--- src/rtl/upd_pkg.sv ---
// ---------------------------------------------------------------------------
// upd_pkg
// Shared types and constants of the up/down pattern matcher.
// ---------------------------------------------------------------------------
package upd_pkg;

   localparam int MAX_PATTERN_DEF   = 64;
   localparam int MIN_PATTERN       = 8;
   localparam int SAMPLE_W          = 32;
   localparam int LEN_W             = 7;
   localparam int COUNT_W           = 32;
   localparam int REQ_DATA_W        = 32;
   localparam int RSP_DATA_W        = 72;
   localparam int CSR_ADDR_W        = 2;
   localparam int CSR_DATA_W        = 64;

   localparam logic [LEN_W-1:0] PATTERN_LEN_RESET = LEN_W'(MIN_PATTERN);

   typedef enum logic [CSR_ADDR_W-1:0] {
      CSR_PATTERN_BITS = 2'd0,
      CSR_PATTERN_LEN  = 2'd1,
      CSR_FLOAT_MODE   = 2'd2
   } csr_index_type;

   // Settings that steer the per-sample step, except the pattern itself.
   typedef struct packed {
      logic [LEN_W-1:0] pattern_len;
      logic             float_mode;
   } cfg_type;

   // One result item; match_found sits in the lowest bit.
   typedef struct packed {
      logic [COUNT_W-1:0]  match_count;
      logic [SAMPLE_W-1:0] match_start;
      logic                match_found;
   } rsp_type;

   localparam int RSP_PAD_W = RSP_DATA_W - $bits(rsp_type);

endpackage

--- src/rtl/up_down_pattern_matcher_top.sv ---
// ---------------------------------------------------------------------------
// up_down_pattern_matcher_top
// Order-preserving matcher on the up/down comparison stream of a text.
// ---------------------------------------------------------------------------
// Each request carries one text sample; every request yields exactly one
// response. Neighboring samples are compared (signed integer or IEEE single,
// per float_mode) to give a falling-step bit, and the response reports whether
// the last pattern_len bits equal the pattern, where that occurrence starts
// and how many occurrences the text has had so far. One request is taken every
// cycle unless a stalled response holds the pipeline; each request is held in
// the input register and its result in the response register, with the
// compare, history shift and masked equality done in the single step between
// them. A request with tlast high is answered normally and then clears the
// text state; configuration writes take effect on the next sample processed.
module up_down_pattern_matcher_top #(
   parameter int MAX_PATTERN = upd_pkg::MAX_PATTERN_DEF
) (
   input  logic                           clock,
   input  logic                           reset,
   // request: tdata = sample[31:0]
   input  logic                           req_tvalid,
   output logic                           req_tready,
   input  logic [upd_pkg::REQ_DATA_W-1:0] req_tdata,
   input  logic                           req_tlast,
   // response: tdata = match_found[0], match_start[32:1], match_count[64:33]
   output logic                           rsp_tvalid,
   input  logic                           rsp_tready,
   output logic [upd_pkg::RSP_DATA_W-1:0] rsp_tdata,
   input  logic                           csr_we,
   input  logic [upd_pkg::CSR_ADDR_W-1:0] csr_addr,
   input  logic [upd_pkg::CSR_DATA_W-1:0] csr_wdata
);

   logic [MAX_PATTERN-1:0]        pattern_ff;
   logic [upd_pkg::LEN_W-1:0]     len_ff;
   logic                          float_ff;

   logic                          in_valid_ff, in_valid_in;
   logic [upd_pkg::SAMPLE_W-1:0]  in_sample_ff;
   logic                          in_last_ff;

   logic                          out_valid_ff, out_valid_in;
   upd_pkg::rsp_type              out_data_ff;

   upd_pkg::cfg_type              cfg;
   upd_pkg::rsp_type              result;
   logic                          out_free;
   logic                          advance;
   logic                          req_take;

   // Configuration registers
   always_ff @(posedge clock) begin
      if (reset) begin
         pattern_ff <= '0;
         len_ff     <= upd_pkg::PATTERN_LEN_RESET;
         float_ff   <= 1'b0;
      end else if (csr_we) begin
         case (upd_pkg::csr_index_type'(csr_addr))
            upd_pkg::CSR_PATTERN_BITS: pattern_ff <= csr_wdata[MAX_PATTERN-1:0];
            upd_pkg::CSR_PATTERN_LEN:  len_ff     <= csr_wdata[upd_pkg::LEN_W-1:0];
            upd_pkg::CSR_FLOAT_MODE:   float_ff   <= csr_wdata[0];
            default: ;
         endcase
      end
   end

   assign cfg.pattern_len = len_ff;
   assign cfg.float_mode  = float_ff;

   // Handshake: the input stage moves on whenever the response register
   // is empty or being drained.
   assign out_free   = !out_valid_ff || rsp_tready;
   assign advance    = in_valid_ff && out_free;
   assign req_tready = !in_valid_ff || advance;
   assign req_take   = req_tvalid && req_tready;

   assign in_valid_in  = req_take ? 1'b1 : (advance ? 1'b0 : in_valid_ff);
   assign out_valid_in = out_free ? in_valid_ff : out_valid_ff;

   always_ff @(posedge clock) begin
      if (reset) begin
         in_valid_ff  <= 1'b0;
         out_valid_ff <= 1'b0;
      end else begin
         in_valid_ff  <= in_valid_in;
         out_valid_ff <= out_valid_in;
      end
   end

   always_ff @(posedge clock) begin
      if (req_take) begin
         in_sample_ff <= req_tdata[upd_pkg::SAMPLE_W-1:0];
         in_last_ff   <= req_tlast;
      end
      if (advance) begin
         out_data_ff <= result;
      end
   end

   upd_track #(
      .MAX_PATTERN (MAX_PATTERN)
   ) u_track (
      .clock        (clock),
      .reset        (reset),
      .step         (advance),
      .sample       (in_sample_ff),
      .last_of_text (in_last_ff),
      .pattern_bits (pattern_ff),
      .cfg          (cfg),
      .result       (result)
   );

   assign rsp_tvalid = out_valid_ff;
   assign rsp_tdata  = {{upd_pkg::RSP_PAD_W{1'b0}}, out_data_ff};

endmodule

--- src/rtl/upd_cmp.sv ---
// ---------------------------------------------------------------------------
// upd_cmp
// Greater-than compare of two raw samples, as signed integers or as
// IEEE single floats (any NaN operand gives 0, +0 equals -0).
// ---------------------------------------------------------------------------
module upd_cmp (
   input  logic [upd_pkg::SAMPLE_W-1:0] earlier_sample,
   input  logic [upd_pkg::SAMPLE_W-1:0] later_sample,
   input  logic                         float_mode,
   output logic                         greater
);

   localparam logic [upd_pkg::SAMPLE_W-1:0] SIGN_BIT = {1'b1, {(upd_pkg::SAMPLE_W-1){1'b0}}};

   function automatic logic is_nan(input logic [upd_pkg::SAMPLE_W-1:0] v);
      return (v[30:23] == 8'hFF) && (v[22:0] != 23'd0);
   endfunction

   // Map float bits onto an unsigned key that orders like the values.
   function automatic logic [upd_pkg::SAMPLE_W-1:0] float_key(
      input logic [upd_pkg::SAMPLE_W-1:0] v);
      logic [upd_pkg::SAMPLE_W-1:0] k;
      if (v[30:0] == 31'd0) begin
         k = SIGN_BIT;
      end else if (v[31]) begin
         k = ~v;
      end else begin
         k = v ^ SIGN_BIT;
      end
      return k;
   endfunction

   logic int_gt;
   logic flt_gt;

   assign int_gt = (earlier_sample ^ SIGN_BIT) > (later_sample ^ SIGN_BIT);
   assign flt_gt = !is_nan(earlier_sample) && !is_nan(later_sample) &&
                   (float_key(earlier_sample) > float_key(later_sample));

   assign greater = float_mode ? flt_gt : int_gt;

endmodule

--- src/rtl/upd_track.sv ---
// ---------------------------------------------------------------------------
// upd_track
// Per-text state: previous sample, comparison history, fill level, index
// and occurrence count. Forms the result of the current sample.
// ---------------------------------------------------------------------------
module upd_track #(
   parameter int MAX_PATTERN = upd_pkg::MAX_PATTERN_DEF
) (
   input  logic                         clock,
   input  logic                         reset,
   input  logic                         step,
   input  logic [upd_pkg::SAMPLE_W-1:0] sample,
   input  logic                         last_of_text,
   input  logic [MAX_PATTERN-1:0]       pattern_bits,
   input  upd_pkg::cfg_type             cfg,
   output upd_pkg::rsp_type             result
);

   localparam int FILL_W = $clog2(MAX_PATTERN + 1);

   logic [upd_pkg::SAMPLE_W-1:0] prev_ff, prev_in;
   logic [MAX_PATTERN-1:0]       hist_ff, hist_in;
   logic [FILL_W-1:0]            fill_ff, fill_in;
   logic [upd_pkg::SAMPLE_W-1:0] index_ff, index_in;
   logic [upd_pkg::COUNT_W-1:0]  count_ff, count_in;

   logic                         active;
   logic                         fall_bit;
   logic [MAX_PATTERN-1:0]       hist_next;
   logic [FILL_W-1:0]            fill_next;
   logic [upd_pkg::LEN_W-1:0]    eff_len;
   logic [upd_pkg::LEN_W-1:0]    shamt;
   logic [MAX_PATTERN-1:0]       aligned_pat;
   logic [MAX_PATTERN-1:0]       aligned_mask;
   logic                         hit;
   logic [upd_pkg::COUNT_W-1:0]  count_next;

   upd_cmp u_cmp (
      .earlier_sample (prev_ff),
      .later_sample   (sample),
      .float_mode     (cfg.float_mode),
      .greater        (fall_bit)
   );

   always_comb begin
      if (cfg.pattern_len < upd_pkg::LEN_W'(upd_pkg::MIN_PATTERN)) begin
         eff_len = upd_pkg::LEN_W'(upd_pkg::MIN_PATTERN);
      end else if (cfg.pattern_len > upd_pkg::LEN_W'(MAX_PATTERN)) begin
         eff_len = upd_pkg::LEN_W'(MAX_PATTERN);
      end else begin
         eff_len = cfg.pattern_len;
      end
   end

   // Line the pattern up with the newest bits at the top of the history;
   // pattern bits at or above the length fall off the top.
   assign shamt        = upd_pkg::LEN_W'(MAX_PATTERN) - eff_len;
   assign aligned_pat  = pattern_bits << shamt;
   assign aligned_mask = {MAX_PATTERN{1'b1}} << shamt;

   assign active    = (index_ff != '0) || (fill_ff != '0);
   assign hist_next = active ? {fall_bit, hist_ff[MAX_PATTERN-1:1]} : hist_ff;
   assign fill_next = (active && (fill_ff < FILL_W'(MAX_PATTERN))) ?
                      fill_ff + FILL_W'(1) : fill_ff;

   assign hit = active &&
                (upd_pkg::LEN_W'(fill_next) >= eff_len) &&
                (((hist_next ^ aligned_pat) & aligned_mask) == '0);

   assign count_next = count_ff + upd_pkg::COUNT_W'(hit);

   assign result.match_found = hit;
   assign result.match_start = hit ?
                               index_ff - upd_pkg::SAMPLE_W'(eff_len) : '0;
   assign result.match_count = count_next;

   always_comb begin
      prev_in  = prev_ff;
      hist_in  = hist_ff;
      fill_in  = fill_ff;
      index_in = index_ff;
      count_in = count_ff;
      if (step) begin
         if (last_of_text) begin
            prev_in  = '0;
            hist_in  = '0;
            fill_in  = '0;
            index_in = '0;
            count_in = '0;
         end else begin
            prev_in  = sample;
            hist_in  = hist_next;
            fill_in  = fill_next;
            index_in = index_ff + upd_pkg::SAMPLE_W'(1);
            count_in = count_next;
         end
      end
   end

   always_ff @(posedge clock) begin
      if (reset) begin
         prev_ff  <= '0;
         hist_ff  <= '0;
         fill_ff  <= '0;
         index_ff <= '0;
         count_ff <= '0;
      end else begin
         prev_ff  <= prev_in;
         hist_ff  <= hist_in;
         fill_ff  <= fill_in;
         index_ff <= index_in;
         count_ff <= count_in;
      end
   end

endmodule

--- config.mk ---
export PLATFORM = sky130hd
export DESIGN_NAME = up_down_pattern_matcher_top
export DESIGN_NICKNAME = d
export VERILOG_FILES = /design/src/rtl/upd_pkg.sv /design/src/rtl/up_down_pattern_matcher_top.sv /design/src/rtl/upd_cmp.sv /design/src/rtl/upd_track.sv
export SDC_FILE = /design/constraint.sdc
export NUM_CORES = 1
export LEC_CHECK = 0
export ABC_AREA = 1
export BUFFER_PORTS_ARGS = -buffer_cell sky130_fd_sc_hd__buf_2
export CORE_UTILIZATION = 45
export CTS_BUF_LIST = sky130_fd_sc_hd__clkbuf_16
export DETAILED_ROUTE_END_ITERATION = 8
export PLACE_DENSITY_LB_ADDON = 0.05
export SLEW_MARGIN = 20
export SYNTH_ARGS = -nofsm -noshare
export SYNTH_HDL_FRONTEND = slang
export SYNTH_SLANG_ARGS = --single-unit
--- constraint.sdc ---
create_clock -name clock -period 12 [get_ports clock]
set_input_delay 0.6 -clock clock [delete_from_list [all_inputs] [get_ports clock]]
set_output_delay 0.6 -clock clock [all_outputs]
set_load 0.005 [all_outputs]
## Yosys cells after proc, flatten, opt, wreduce, memory -nomap -nowiden

Index checks and enable logic that the tools add are counted.

| word-level totals | value |
|---|---|
| memory bits (writable) | 0 |
| bits of input ports | 104 |
| ROM bits | 0 |
| output and inout bits | 74 |
| register bits after elaboration | 339 |
| memories | 0 |
| word-level logic and storage cells | 82 |
| bits in latches | 0 |

| cells by class | value |
|---|---|
| shift operators | 2 |
| order comparisons | 6 |
| bitwise gates (word level) | 6 |
| multipliers | 0 |
| reductions and logical operators | 28 |
| divide/modulo/power cells | 0 |
| add/sub/neg operators | 5 |
| muxes and demuxes | 16 |
| equal/unequal tests | 4 |

Operators by type and width:

| operator | count |
|---|---|
| $mux W32 | 7 |
| $mux W64 | 2 |
| $and A64 B64 Y64 | 1 |
| $gt A32 B32 Y1 | 2 |
| $logic_not A64 Y1 | 1 |
| $not A32 Y32 | 2 |
| $shl A64 B7 Y64 | 1 |
| $shl A64 B7 Y64 const A | 1 |
| $xor A64 B64 Y64 | 1 |
| $logic_not A31 Y1 | 2 |
| $reduce_bool A23 Y1 | 2 |
| $add A32 B1 Y32 | 1 |
| $add A32 B1 Y32 const B | 1 |
| $reduce_bool A32 Y1 | 1 |
| $sub A32 B7 Y32 | 1 |
| $mux W7 | 4 |
| $eq A8 B8 Y1 const B | 2 |
| $logic_and A1 B1 Y1 | 9 |
| $add A7 B1 Y7 const B | 1 |
| $ge A7 B7 Y1 | 1 |
| $gt A7 B7 Y1 const B | 1 |
| $lt A7 B4 Y1 const B | 1 |
| $lt A7 B7 Y1 const B | 1 |
| $reduce_bool A7 Y1 | 1 |
| 10 further kinds | 20 |

## Depth between registers and ports, before layout

| depth | value |
|---|---|
| depth in word-level cells | 13 |
| mapped depth | 47 |
| mapped depth without buffers | 46 |

## Cells and area by module

A second synthesis with hierarchy kept.

| unflattened totals | value |
|---|---|
| cell total of the unflattened synthesis | 3995 |
| area, all modules | 25301.8 um^2 |

By module, submodules not included:

| module | area each (um^2) | instances | sequential area each (um^2) | cells an instance |
|---|---|---|---|---|
| upd_track | 16014.1 | 1 | 3343.2 | 2914 |
| up_down_pattern_matcher_top | 6506.2 | 1 | 4424.2 | 591 |
| upd_cmp | 2781.4 | 1 | 0.0 | 490 |

## Least setup slack after synthesis

OpenSTA, ideal clock, no wires.

| timing path | value |
|---|---|
| path kind | register to register |
| from | register len_ff[5] (netlist bit) |
| to | register u_track.count_ff[30] (netlist bit) |
| arrival time | 5674 ps |
| required time | 11930 ps |
| cell stages (with the launch flop) | 42 |
| buffers on the path | 6 |
| clock period less this slack | 5744 ps |
| library setup time | 70 ps |
| slack | 6256 ps |
| path through | dfxtp_1 > inv_1 > nand2_2 > buf_4 > buf_2 > nand2_1 > nor2_1 > inv_1 > ha_1 > inv_1 > ha_1 > clkbuf_1 > inv_2 > clkbuf_1 > buf_1 > nand3_1 > nand3_1 > nand3_1 > [6 not listed] > nor2_1 > nand2_2 > buf_6 > nor2_1 > ha_1 > ha_1 > nand3_1 > nor2_1 > nand3_1 > nand3b_1 > nor2_1 > inv_1 > nor2_1 > nand2_1 > nor4_1 > xor2_1 > nand2_1 > a21oi_1 |

RTL lines:

| item | RTL line | text |
|---|---|---|
| start, declared | up_down_pattern_matcher_top.sv:35 | `logic [upd_pkg::LEN_W-1:0] len_ff;` |
| start signal, assigned | up_down_pattern_matcher_top.sv:55 | `len_ff <= upd_pkg::PATTERN_LEN_RESET;` |
| start signal, assigned | up_down_pattern_matcher_top.sv:60 | `upd_pkg::CSR_PATTERN_LEN: len_ff <= csr_wdata[upd_pkg::LEN_W-1:0];` |
| end signal, assigned | upd_track.sv:112 | `count_ff <= count_in;` |
| end, declared | upd_track.sv:25 | `logic [upd_pkg::COUNT_W-1:0] count_ff, count_in;` |

==> results.sh <==
export IMPL_startpoint_type="flop"
export IMPL_crit_fanout=69
export IMPL_slew_headroom_pct=29.4
export IMPL_h_tree_depth=2
export IMPL_utilization_pct=50.3
export IMPL_grt_pass1_vias=23500
export IMPL_dr_first_iter_drc_count=2199
export IMPL_yosysMostFrequentCell="nand2_1"
export IMPL_cellPowerDensity_nw_per_um2=123
export IMPL_pin_count=178
export IMPL_synth_edf_count=98
export IMPL_clock_fmax_mhz=117
export IMPL_drt_first_pass_iters=6
export IMPL_period_share_pct=71.2
export IMPL_initial_core_util_pct=45.9
export IMPL_grt_overflow=0
export IMPL_dp_hpwl_um=58800
export IMPL_met1_usage_pct=40.3
export IMPL_cts_setup_buffers=0
export IMPL_drive_gt1_share_pct=8.91
export IMPL_cpPeakStageDelay_ns=0.56
export IMPL_grt_usage_pct=29.7
export IMPL_syn_inst=3694
export IMPL_cts_hold_buf=0
export IMPL_worstHoldPathType="in2reg"
export IMPL_synthesis_area_um2=23800
export IMPL_slew_violations=0
export IMPL_cp_slowest_cell="nand2_2"
export IMPL_status="finished clean"
export IMPL_clock_sinks=339
export IMPL_crit_top_cell="nor2_1"
export IMPL_ys_ff_latch=339
export IMPL_synth_main_ff_cell="dfxtp_1"
export IMPL_post_cts_resized=0
export IMPL_drv_cap=0
export IMPL_tritoncts="yes"
export IMPL_gp_congestion=1.01
export IMPL_synth_cell_types=46
export IMPL_grt_pass1_wl_um=127000
export IMPL_die_h_um=232
export IMPL_dieWidth_um=232
export IMPL_rsz0062_at_grt="no"
export IMPL_worst_setup_path_type="reg2reg"
export IMPL_antenna_found_initial=1
export IMPL_die_area_um2=53800
export IMPL_grt_max_degree=85
export IMPL_vias=24900
export IMPL_async_reset_ff_share_pct=0
export IMPL_setup_viol=0
export IMPL_via_per_inst=5.60
export IMPL_critPathRequiredTime_ns=12.51
export IMPL_hold_viol=0
export IMPL_routed_wl_um=80200
export IMPL_endpoint_kind="flop"
export IMPL_cts_buffer_depth=3
export IMPL_yosysSeqAreaShare_pct=32.6
export IMPL_clk_latency_ns=0.58
export IMPL_core_area_um2=51800
export IMPL_pre_cts_ws_ns=3.59
export IMPL_fin_crit_ns=8.54
export IMPL_tightest_slew_ns=1.06
export IMPL_yosys_top_cells_area="dfxtp_1, nand2_1, nand3_1"
export IMPL_drc_errors=0
export IMPL_gr_usage_met2_pct=49.0
export IMPL_num_rows=83
export IMPL_finalWorstSetupSlack_ns=3.46
export IMPL_nNetsFinal=3930
export IMPL_vdd_ir_drop_max_v=0.000109
export IMPL_post_synth_top_area_fraction_pct=20.3
export IMPL_synthTopCellsByCount="nand2_1, nand3_1, inv_1"
export IMPL_busiest_layer="met2"
export IMPL_area_growth_pct=9.58
export IMPL_use_met3_pct=3.27
export IMPL_yosysWarnings=0
export IMPL_root_buffer="clkbuf_16"
export IMPL_clk_pin_slew_ns=0.06
export IMPL_arrival_ns=9.05
export IMPL_fin_tns_setup_ns=0
export IMPL_skew_ns=0.0141
export IMPL_avgSynthCellArea_um2=6.44
export IMPL_antenna_left=0
export IMPL_drt_wirelength_per_cell_um=18.0
export IMPL_cts_made_buffers=41
export IMPL_synth_top_cell_by_area="dfxtp_1"
export IMPL_port_buffers=170
export IMPL_p_leak_nw=11.6
==> per-stage QoR <==
step | power [mW] | cell area (µm²) | hold WS [ns] | cells
6_report | 3.20 | 26100 | 0.190 | 4450
3_3_place_gp | 2.04 | 24800 | 0.452 | 4374
3_5_place_dp | 2.04 | 24800 | 0.457 | 4374
2_1_floorplan | 1.81 | 23800 | 0.437 | 3700
5_1_grt | 3.36 | 26100 | 0.174 | 4450
4_1_cts | 3.22 | 26100 | 0.154 | 4449
==> state kept, by name (all words and copies together), names as in the netlist, 7 cells and up <==
signal            flops
rsp_tdata            65
pattern_ff           64
u_track.hist_ff      64
in_sample_ff         32
u_track.count_ff     32
u_track.index_ff     32
u_track.prev_ff      32
len_ff                7
u_track.fill_ff       7
==> worst max-delay path: cells and delay by family (launching register included) <==
kind | cells | cell delay, ns
buf+inv | 9 | 1.87
xor+xnor | 1 | 0.24
compound gates | 1 | 0.12
simple gates | 25 | 4.75
fa+ha+maj | 4 | 1.09
flops | 1 | 0.34
==> per-layer routing <==
metal  wire, µm  part of all wire [%]
met4       2620                   3.3
met1      36100                    45
met5          0                     0
met3       5020                   6.3
met2      36500                    46
==> layout by cell type, fill, tap and decap left out, types with 12 or more instances in the layout <==
master     count
a21oi_1      334
buf_2        169
buf_4         31
clkbuf_16     42
dfxtp_1      241
edfxtp_1      98
ha_1          86
inv_1        345
nand2_1      967
nand3_1      613
nand3b_1      23
nand4_1       46
nor2_1       310
nor3_1        33
nor3_2        31
nor4_1        16
o21ai_0      186
o21ai_1       17
xnor2_1       12
xor2_1        52
==> cells by family (layout without fill, tap and decap cells) <==
family                     Yosys count  count (layout)  synth area share (%)
AOI/OAI and AO/OA                  568             568                  12.3
DFF                                339             339                  32.6
adders and majority gates           89              89                  4.71
xor gates and xnor gates            64              64                  2.36
and+or+nand+nor                   2079            2079                  38.5
other                                1               8                0.0158
buffers and inverters              554             623                  9.54
==> path summary, 6_finish.rpt <==
path	startpoint	endpoint	slack (ns)	cells after the start
setup / recovery	len_ff[5]	u_track.count_ff[30]	3.46	40
hold / removal	req_tdata[7]	in_sample_ff[7]	0.19	1
setup reg to reg	len_ff[5]	u_track.count_ff[30]	3.46	40
hold reg to reg	u_track.hist_ff[54]	u_track.hist_ff[54]	0.47	2
==> layout make-up <==
type                    count  area [µm²]
fillers                  5304       25700
multi-input cells        2807       13800
flip-flops and latches    339        7770
inverters                 348        1310
repair buffers            200        1080
clock buffers              42        1050
well taps                 680         851
clock inverters            33         201
diodes                      1        2.50
==> power breakdown <==
part | internal, mW | leakage (nW) | switching, mW | total (mW)
Clock | 0.658 | 0.664 | 0.510 | 1.17
Combinational | 0.221 | 8.03 | 0.577 | 0.798
Sequential | 1.21 | 2.92 | 0.0238 | 1.23
Total | 2.09 | 11.6 | 1.11 | 3.20
No activity file was read; power rests on OpenSTA's default activity.
